===== config.mk =====
export PLATFORM = sky130hd
export DESIGN_NAME = weather_alarm_monitor_core
export DESIGN_NICKNAME = d
export VERILOG_FILES = /design/src/design/wam_pkg.sv /design/src/design/wam_step.sv /design/src/design/weather_alarm_monitor_core.sv
export SDC_FILE = /design/constraint.sdc
export NUM_CORES = 1
export LEC_CHECK = 0
export BUFFER_PORTS_ARGS = -buffer_cell sky130_fd_sc_hd__buf_2
export CORE_MARGIN = 2
export CORE_UTILIZATION = 50
export CTS_BUF_LIST = sky130_fd_sc_hd__clkbuf_2 sky130_fd_sc_hd__clkbuf_4 sky130_fd_sc_hd__clkbuf_8
export DETAILED_ROUTE_END_ITERATION = 10
export GPL_TIMING_DRIVEN = 0
export MAX_ROUTING_LAYER = met4
export PLACE_DENSITY = 0.77
export RECOVER_POWER = 25
export SYNTH_ARGS = -nofsm -noshare
export SYNTH_HDL_FRONTEND = slang
export SYNTH_HIERARCHICAL = 1
export SYNTH_SLANG_ARGS = --single-unit

===== constraint.sdc =====
create_clock -name clk -period 7.23 [get_ports clk]
set_input_delay 0.3615 -clock clk [delete_from_list [all_inputs] [get_ports clk]]
set_output_delay 0.3615 -clock clk [all_outputs]
set_load 0.02 [all_outputs]

===== src/design/wam_pkg.sv =====
package wam_pkg;

    typedef enum logic [1:0] {
        FUNC_TICK   = 2'd0,
        FUNC_SAMPLE = 2'd1,
        FUNC_CMD    = 2'd2
    } func_t;

    typedef enum logic [1:0] {
        KIND_PERIODIC  = 2'd0,
        KIND_REQUESTED = 2'd1,
        KIND_WIND      = 2'd2,
        KIND_CLIMATE   = 2'd3
    } kind_t;

    localparam logic [7:0] CMD_REPORT    = 8'h68;  // 'h'
    localparam logic [7:0] CMD_LIMITS_LO = 8'h41;  // 'A'
    localparam logic [7:0] CMD_LIMITS_HI = 8'h61;  // 'a'
    localparam logic [7:0] CMD_GUST_LO   = 8'h42;  // 'B'
    localparam logic [7:0] CMD_GUST_HI   = 8'h62;  // 'b'

    localparam logic REG_REPORT_PERIOD  = 1'b0;
    localparam logic REG_CAPTURE_PERIOD = 1'b1;

    localparam logic [15:0] REPORT_PERIOD_RESET  = 16'd60000;
    localparam logic [15:0] CAPTURE_PERIOD_RESET = 16'd1000;

    localparam logic [9:0]  TEMP_LIMIT_LO  = 10'd60;
    localparam logic [9:0]  HUM_LIMIT_LO   = 10'd30;
    localparam logic [15:0] SPEED_LIMIT_LO = 16'd150;
    localparam logic [9:0]  TEMP_LIMIT_HI  = 10'd100;
    localparam logic [9:0]  HUM_LIMIT_HI   = 10'd300;
    localparam logic [15:0] SPEED_LIMIT_HI = 16'd400;
    localparam logic [15:0] GUST_LIMIT_LO  = 16'd200;
    localparam logic [15:0] GUST_LIMIT_HI  = 16'd400;

    typedef struct packed {
        logic [15:0] tick_count;
        logic [15:0] capture_count;
        logic [15:0] speed_now;
        logic [15:0] speed_before;
        logic [9:0]  last_temperature;
        logic [9:0]  last_humidity;
        logic [9:0]  temperature_limit;
        logic [9:0]  humidity_limit;
        logic [15:0] speed_limit;
        logic [15:0] gust_limit;
        logic        wind_armed;
        logic        climate_armed;
    } wam_state_t;

    localparam wam_state_t STATE_RESET = '{
        tick_count:        16'd0,
        capture_count:     16'd0,
        speed_now:         16'd635,
        speed_before:      16'd635,
        last_temperature:  10'd0,
        last_humidity:     10'd0,
        temperature_limit: 10'd80,
        humidity_limit:    10'd60,
        speed_limit:       16'd300,
        gust_limit:        16'd300,
        wind_armed:        1'b1,
        climate_armed:     1'b1
    };

    typedef struct packed {
        logic [1:0]  func;
        logic [15:0] pulse_count;
        logic [9:0]  temperature;
        logic [9:0]  humidity;
        logic [7:0]  command_byte;
    } wam_item_t;

    typedef struct packed {
        kind_t       kind;
        logic [9:0]  temperature;
        logic [9:0]  humidity;
        logic [15:0] speed;
        logic        clear_pulses;
    } wam_result_t;

endpackage


===== src/design/wam_step.sv =====
module wam_step (
    input  wam_pkg::wam_state_t  state,
    input  wam_pkg::wam_item_t   item,
    input  logic [15:0]          report_period,
    input  logic [15:0]          capture_period,
    output wam_pkg::wam_state_t  state_next,
    output logic                 emit,
    output wam_pkg::wam_result_t result
);
    import wam_pkg::*;

    logic [15:0] tick_inc;
    logic [15:0] rise;
    logic        gust_hit;
    logic        climate_hit;
    kind_t       kind;
    logic        clear;

    assign tick_inc = state.tick_count + 16'd1;
    assign rise     = state.speed_now - state.speed_before;
    // The rise is signed while the gust limit is unsigned; compare at 17 bits.
    assign gust_hit = $signed({rise[15], rise}) >= $signed({1'b0, state.gust_limit});
    assign climate_hit = (item.temperature >= state.temperature_limit)
                      && (item.humidity <= state.humidity_limit)
                      && (state.speed_now >= state.speed_limit);

    always_comb
    begin
        state_next = state;
        emit       = 1'b0;
        kind       = KIND_PERIODIC;
        clear      = 1'b0;
        unique case (func_t'(item.func))
            FUNC_TICK:
            begin
                if (tick_inc == report_period)
                begin
                    state_next.tick_count = 16'd0;
                    emit = 1'b1;
                end
                else
                begin
                    state_next.tick_count = tick_inc;
                    if (state.capture_count == capture_period)
                    begin
                        state_next.capture_count = 16'd0;
                        state_next.speed_before  = state.speed_now;
                        state_next.speed_now     = item.pulse_count;
                        emit  = 1'b1;
                        clear = 1'b1;
                    end
                    else
                    begin
                        state_next.capture_count = state.capture_count + 16'd1;
                    end
                end
            end
            FUNC_SAMPLE:
            begin
                state_next.last_temperature = item.temperature;
                state_next.last_humidity    = item.humidity;
                priority if (gust_hit && state.wind_armed)
                begin
                    state_next.wind_armed = 1'b0;
                    emit = 1'b1;
                    kind = KIND_WIND;
                end
                else if (!gust_hit && !state.wind_armed)
                begin
                    state_next.wind_armed = 1'b1;
                end
                else if (climate_hit && state.climate_armed)
                begin
                    state_next.climate_armed = 1'b0;
                    emit = 1'b1;
                    kind = KIND_CLIMATE;
                end
                else if ((item.humidity > state.humidity_limit) && !state.climate_armed)
                begin
                    state_next.climate_armed = 1'b1;
                end
            end
            FUNC_CMD:
            begin
                unique case (item.command_byte)
                    CMD_REPORT:
                    begin
                        emit = 1'b1;
                        kind = KIND_REQUESTED;
                    end
                    CMD_LIMITS_LO:
                    begin
                        state_next.temperature_limit = TEMP_LIMIT_LO;
                        state_next.humidity_limit    = HUM_LIMIT_LO;
                        state_next.speed_limit       = SPEED_LIMIT_LO;
                    end
                    CMD_LIMITS_HI:
                    begin
                        state_next.temperature_limit = TEMP_LIMIT_HI;
                        state_next.humidity_limit    = HUM_LIMIT_HI;
                        state_next.speed_limit       = SPEED_LIMIT_HI;
                    end
                    CMD_GUST_LO: state_next.gust_limit = GUST_LIMIT_LO;
                    CMD_GUST_HI: state_next.gust_limit = GUST_LIMIT_HI;
                    default:
                    begin
                    end
                endcase
            end
            default:
            begin
            end
        endcase
    end

    // Reports carry the state as it stands after this word is applied.
    always_comb
    begin
        result.kind         = kind;
        result.temperature  = state_next.last_temperature;
        result.humidity     = state_next.last_humidity;
        result.speed        = state_next.speed_now;
        result.clear_pulses = clear;
    end

endmodule


===== src/design/weather_alarm_monitor_core.sv =====
// Channel  Handshake                 Payload
// in       in_valid / in_ready       func, pulse_count, temperature, humidity, command_byte
// out      out_valid / out_ready     report_kind, report_temperature, report_humidity,
//                                    report_speed, clear_pulses
// cfg      psel/penable/pwrite       paddr[2:0], pwdata, prdata, pready (always high)
//
// One word per cycle sustained while the output is not stalled: a word is registered
// on entry, then the rule logic updates the state and loads the result register on a report.
// rst_n clears the state, limits and periods to their defaults at once; no sweep.
// A stalled output holds the entry register; in_ready stays high while the result
// register is empty or is being taken.
module weather_alarm_monitor_core (
    input  logic        clk,
    input  logic        rst_n,
    input  logic        in_valid,
    output logic        in_ready,
    input  logic [1:0]  func,
    input  logic [15:0] pulse_count,
    input  logic [9:0]  temperature,
    input  logic [9:0]  humidity,
    input  logic [7:0]  command_byte,
    output logic        out_valid,
    input  logic        out_ready,
    output logic [1:0]  report_kind,
    output logic [9:0]  report_temperature,
    output logic [9:0]  report_humidity,
    output logic [15:0] report_speed,
    output logic        clear_pulses,
    input  logic        psel,
    input  logic        penable,
    input  logic        pwrite,
    input  logic [2:0]  paddr,
    input  logic [31:0] pwdata,
    output logic [31:0] prdata,
    output logic        pready
);
    import wam_pkg::*;

    logic        in_valid_reg;
    wam_item_t   item_reg;
    wam_state_t  state_reg;
    wam_state_t  state_next;
    logic        out_valid_reg;
    wam_result_t result_reg;
    wam_result_t result_next;
    logic        emit;
    logic        advance;
    logic        cfg_write;
    logic [15:0] report_period_reg;
    logic [15:0] capture_period_reg;

    assign advance  = in_valid_reg && (!out_valid_reg || out_ready);
    assign in_ready = !in_valid_reg || advance;

    wam_step u_step (
        .state          (state_reg),
        .item           (item_reg),
        .report_period  (report_period_reg),
        .capture_period (capture_period_reg),
        .state_next     (state_next),
        .emit           (emit),
        .result         (result_next)
    );

    always_ff @(posedge clk or negedge rst_n)
    begin
        if (!rst_n)
        begin
            in_valid_reg  <= 1'b0;
            out_valid_reg <= 1'b0;
            state_reg     <= STATE_RESET;
        end
        else
        begin
            if (in_ready)
                in_valid_reg <= in_valid;
            if (advance)
            begin
                state_reg     <= state_next;
                out_valid_reg <= emit;
            end
            else if (out_ready)
            begin
                out_valid_reg <= 1'b0;
            end
        end
    end

    always_ff @(posedge clk)
    begin
        if (in_ready && in_valid)
            item_reg <= '{func, pulse_count, temperature, humidity, command_byte};
        if (advance && emit)
            result_reg <= result_next;
    end

    assign out_valid          = out_valid_reg;
    assign report_kind        = result_reg.kind;
    assign report_temperature = result_reg.temperature;
    assign report_humidity    = result_reg.humidity;
    assign report_speed       = result_reg.speed;
    assign clear_pulses       = result_reg.clear_pulses;

    // Register decode uses the word address only.
    assign pready    = 1'b1;
    assign cfg_write = psel && penable && pwrite;

    always_ff @(posedge clk or negedge rst_n)
    begin
        if (!rst_n)
        begin
            report_period_reg  <= REPORT_PERIOD_RESET;
            capture_period_reg <= CAPTURE_PERIOD_RESET;
        end
        else if (cfg_write)
        begin
            unique case (paddr[2])
                REG_REPORT_PERIOD:  report_period_reg  <= pwdata[15:0];
                REG_CAPTURE_PERIOD: capture_period_reg <= pwdata[15:0];
                default:
                begin
                end
            endcase
        end
    end

    always_comb
    begin
        unique case (paddr[2])
            REG_REPORT_PERIOD:  prdata = {16'd0, report_period_reg};
            REG_CAPTURE_PERIOD: prdata = {16'd0, capture_period_reg};
            default:            prdata = 32'd0;
        endcase
    end

    assert property (@(posedge clk) disable iff (!rst_n)
        $rose(out_valid_reg) |-> $past(advance))
        else $error("result appeared without a word being processed");

    assert property (@(posedge clk) disable iff (!rst_n)
        (out_valid && clear_pulses) |-> (report_kind == KIND_PERIODIC))
        else $error("speed capture result carries a non-periodic kind");

    assert property (@(posedge clk) disable iff (!rst_n)
        !out_valid_reg |-> in_ready)
        else $error("input stalled while the result register is empty");

    assert property (@(posedge clk) disable iff (!rst_n)
        (in_valid_reg && !advance) |=> (in_valid_reg && $stable(item_reg)))
        else $error("held word lost or changed while waiting for output");

endmodule

==> results.cfg <==
[yosys]
syn_inst = 1196
syn_area_mm2 = 0.0144
ys_seq_area_share_pct = 47.9
ys.flop_type = dfrtp_1
synthTopCellsByCount = 202 x mux2_2, 129 x dfrtp_1, 85 x edfxtp_1
yosysTopAreaCell = dfrtp_1
synth_cell_types = 64
yosysMostFrequentCell = mux2_2
avgSynthCellArea_um2 = 12.1
ys_warn_count = 6
yosys-top-cells-area = dfrtp_1 22%, edfxtp_1 18%, mux2_2 16%, dfstp_2 7.8%, ha_1 6.4%
synth_edf_count = 85
synth_top_area_share_pct = 22.4
synth-async-reset-ratio_pct = 66.9
ys_seq_elements = 257

[critical_path]
crit_chain = inv_1, ha_1, fa_1, nor2b_1, o21a_1, o21ai_0, a21oi_1, a31o_2, a31o_2, a21oi_1, xnor2_1, ha_1, nand4_1, a211oi_1, a21oi_1, o22ai_1, a21oi_1, nor2_1, nand3_1, a31oi_1, nand2_1, nor2_4, buf_16
crit_path_max_fanout = 20
crit_path_start_kind = register
cp-end-kind = register
critPathRequiredTime_ns = 7.47
arrival_ns = 5.64
crit_top_cell = a21oi_1
cp_slowest_cell = dfstp_2
r2r_cells = 23
worstSetupPathType = register to register
slowest_delay_ns = 0.55

[route]
route.top_layer_used = met4
wl_per_cell_um = 17.3
met3_length_um = 1450
viasPerCell = 5.29
drt_pass1_iterations = 5
vias = 9833
met1_length_um = 13700
antenna_left = 0
wl_met2_um = 16100
drt_iter0_markers = 514
drc_errors = 0
wl_um = 32100

[sta]
whs_ns = 0.0328
slew_headroom_pct = -204
setup_violations = 0
fin_crit_ns = 5.40
fmax_ghz = 0.185
skew_ns = 0.0215
hold_violations = 0
fin_crit_sh_pct = 74.7
drv_slew = 79
worstMarginPinSlew_ns = 4.55
rsz0062_at_grt = false

[floorplanning]
dieArea_mm2 = 0.0302
core_area_mm2 = 0.0285
ios = 162
num_rows = 62
die_h_um = 174
start_util_pct = 50.5
die_w_um = 174

[clock_network]
cts_buffers = 45
clock_latency_ns = 0.56
h-tree-depth = 2
cts_tree = done
cts_resized = 0
postCtsSetupRepairBufs = 0
clkTransAtPathRegs_ns = 0.06
root_buffer = clkbuf_8
clk_path_buf_depth = 3
cts.sinks = 257

[layout]
register_area_mm2 = 0.00691
diodes = 0
nets = 1600
area_delta_synth_final_pct = 17.7
largest_reg_flops = 138
multi_input_area_mm2 = 0.00651
stdcell_area_mm2 = 0.0170
fin_util_pct = 59.5
drive_above_1_share_pct = 36.8
fill_cells = 2347

[place]
gp_congestion = 0.853
hpwl_um = 22500
placed_cell_area_mm2 = 0.0157
port_buffers = 125

[grt]
grt_overflow_total = 0
grt_pass1_wl_um = 53000
track_usage_pct = 22.4
grt_pass1_vias = 10462
grt_max_degree = 95
antenna_found_initial = 0

[power_and_ir_drop]
p_total_w = 0.00544
power_density_mw_per_mm2 = 320
max-vdd-ir-drop_v = 0.000191
p_leak_nw = 7.60

[worst_hold_path]
hp-class = input port to register
whs_path_depth = 2

[flow_run]
max-cap-violations = 1

[outcome]
outcome = finished with violations
violations = capacitance limit, slew limit
where the power goes:
part | leakage (nW) | switching (W) | internal, W | total (W)
logic | 4.20 | 0.00103 | 0.00107 | 0.00210
clock network | 0.460 | 0.000610 | 0.000692 | 0.00130
registers | 2.94 | 0.000215 | 0.00182 | 0.00204
total | 7.60 | 0.00186 | 0.00359 | 0.00544
cell families after synthesis:
group / synth area share, %
flip-flops: 47.9
XOR/XNOR: 3.04
AO/OA/AOI/OAI: 7.74
other: 0.0520
buffers and inverters: 7.14
multiplexers: 19.2
adder cells (fa/ha/maj): 6.56
AND/OR/NAND/NOR: 8.39
metal layers:
metal | vias up | GRT usage (%)
met5 | - | -
met4 | 0 | 6.86
met3 | 65 | 3.75
met2 | 231 | 37.8
met1 | 4850 | 27.7
li1 | 4687 | -
critical path: cells and delay by family (launching register included):
family,cells,cell delay [ns]
buf+inv,2,0.33
simple gates,6,1.41
fa+ha+maj,3,0.95
xor+xnor,1,0.13
compound gates,11,1.67
flops,1,0.55
layout make-up:
cell class	count	share of cell area, %
plain buffers	96	4.18
inverters	81	1.79
well taps	384	2.83
repair buffers	179	7.06
flip-flops and latches	257	40.7
clock buffers	57	4.21
clock inverters	27	0.935
multi-input cells	777	38.3
metrics by stage:
| step | instances | setup WS (ns) | setup TNS (ns) |
|---|---|---|---|
| finish | 1858 | 1.83 | 0 |
| global route | 1858 | 1.28 | 0 |
| floorplan | 1211 | 1.54 | 0 |
| CTS | 1857 | 1.76 | 0 |
| global placement | 1720 | -0.206 | -7.85 |
| detailed placement | 1725 | 1.78 | 0 |
path summary, 6_finish.rpt:
path                                      from              endpoint  slack (ns)
worst min register to register  state_reg[125]        state_reg[125]        0.50
max in group asynchronous                rst_n         state_reg[73]        2.68
worst max register to register   state_reg[90]       report_speed[6]        1.83
worst max-delay path             state_reg[90]       report_speed[6]        1.83
worst min-delay path                 pwdata[7]  report_period_reg[7]        0.03
min in group asynchronous                rst_n        state_reg[132]        1.98
repair_timing:
item,in CTS,in global routing
hold buffers,48,0
hold endpoints to repair,108,0
endpoints found under the setup margin,0,0
layout by cell type, fill, tap and decap left out, types with 8 or more instances in the layout:
cell type      count
mux2_2           202
dfrtp_1          129
buf_2            125
edfxtp_1          85
inv_1             81
ha_1              74
buf_4             57
o21ai_0           56
nor2_1            49
dlygate4sd3_1     48
clkbuf_8          46
nand2_1           43
xnor2_1           42
mux2_1            36
dfstp_2           36
a21oi_1           33
a21o_1            24
clkbuf_1          23
buf_6             18
conb_1            17
and3_1            16
o21a_1            15
nor2b_1           14
nand4_1           14
nor3_1            13
nand2b_1          12
clkinv_1          12
clkbuf_4          11
clkinv_2          10
nand3_1           10
nor3b_1           10
or2_2              9
xor2_1             8
Power figures use the tool's default switching activity.
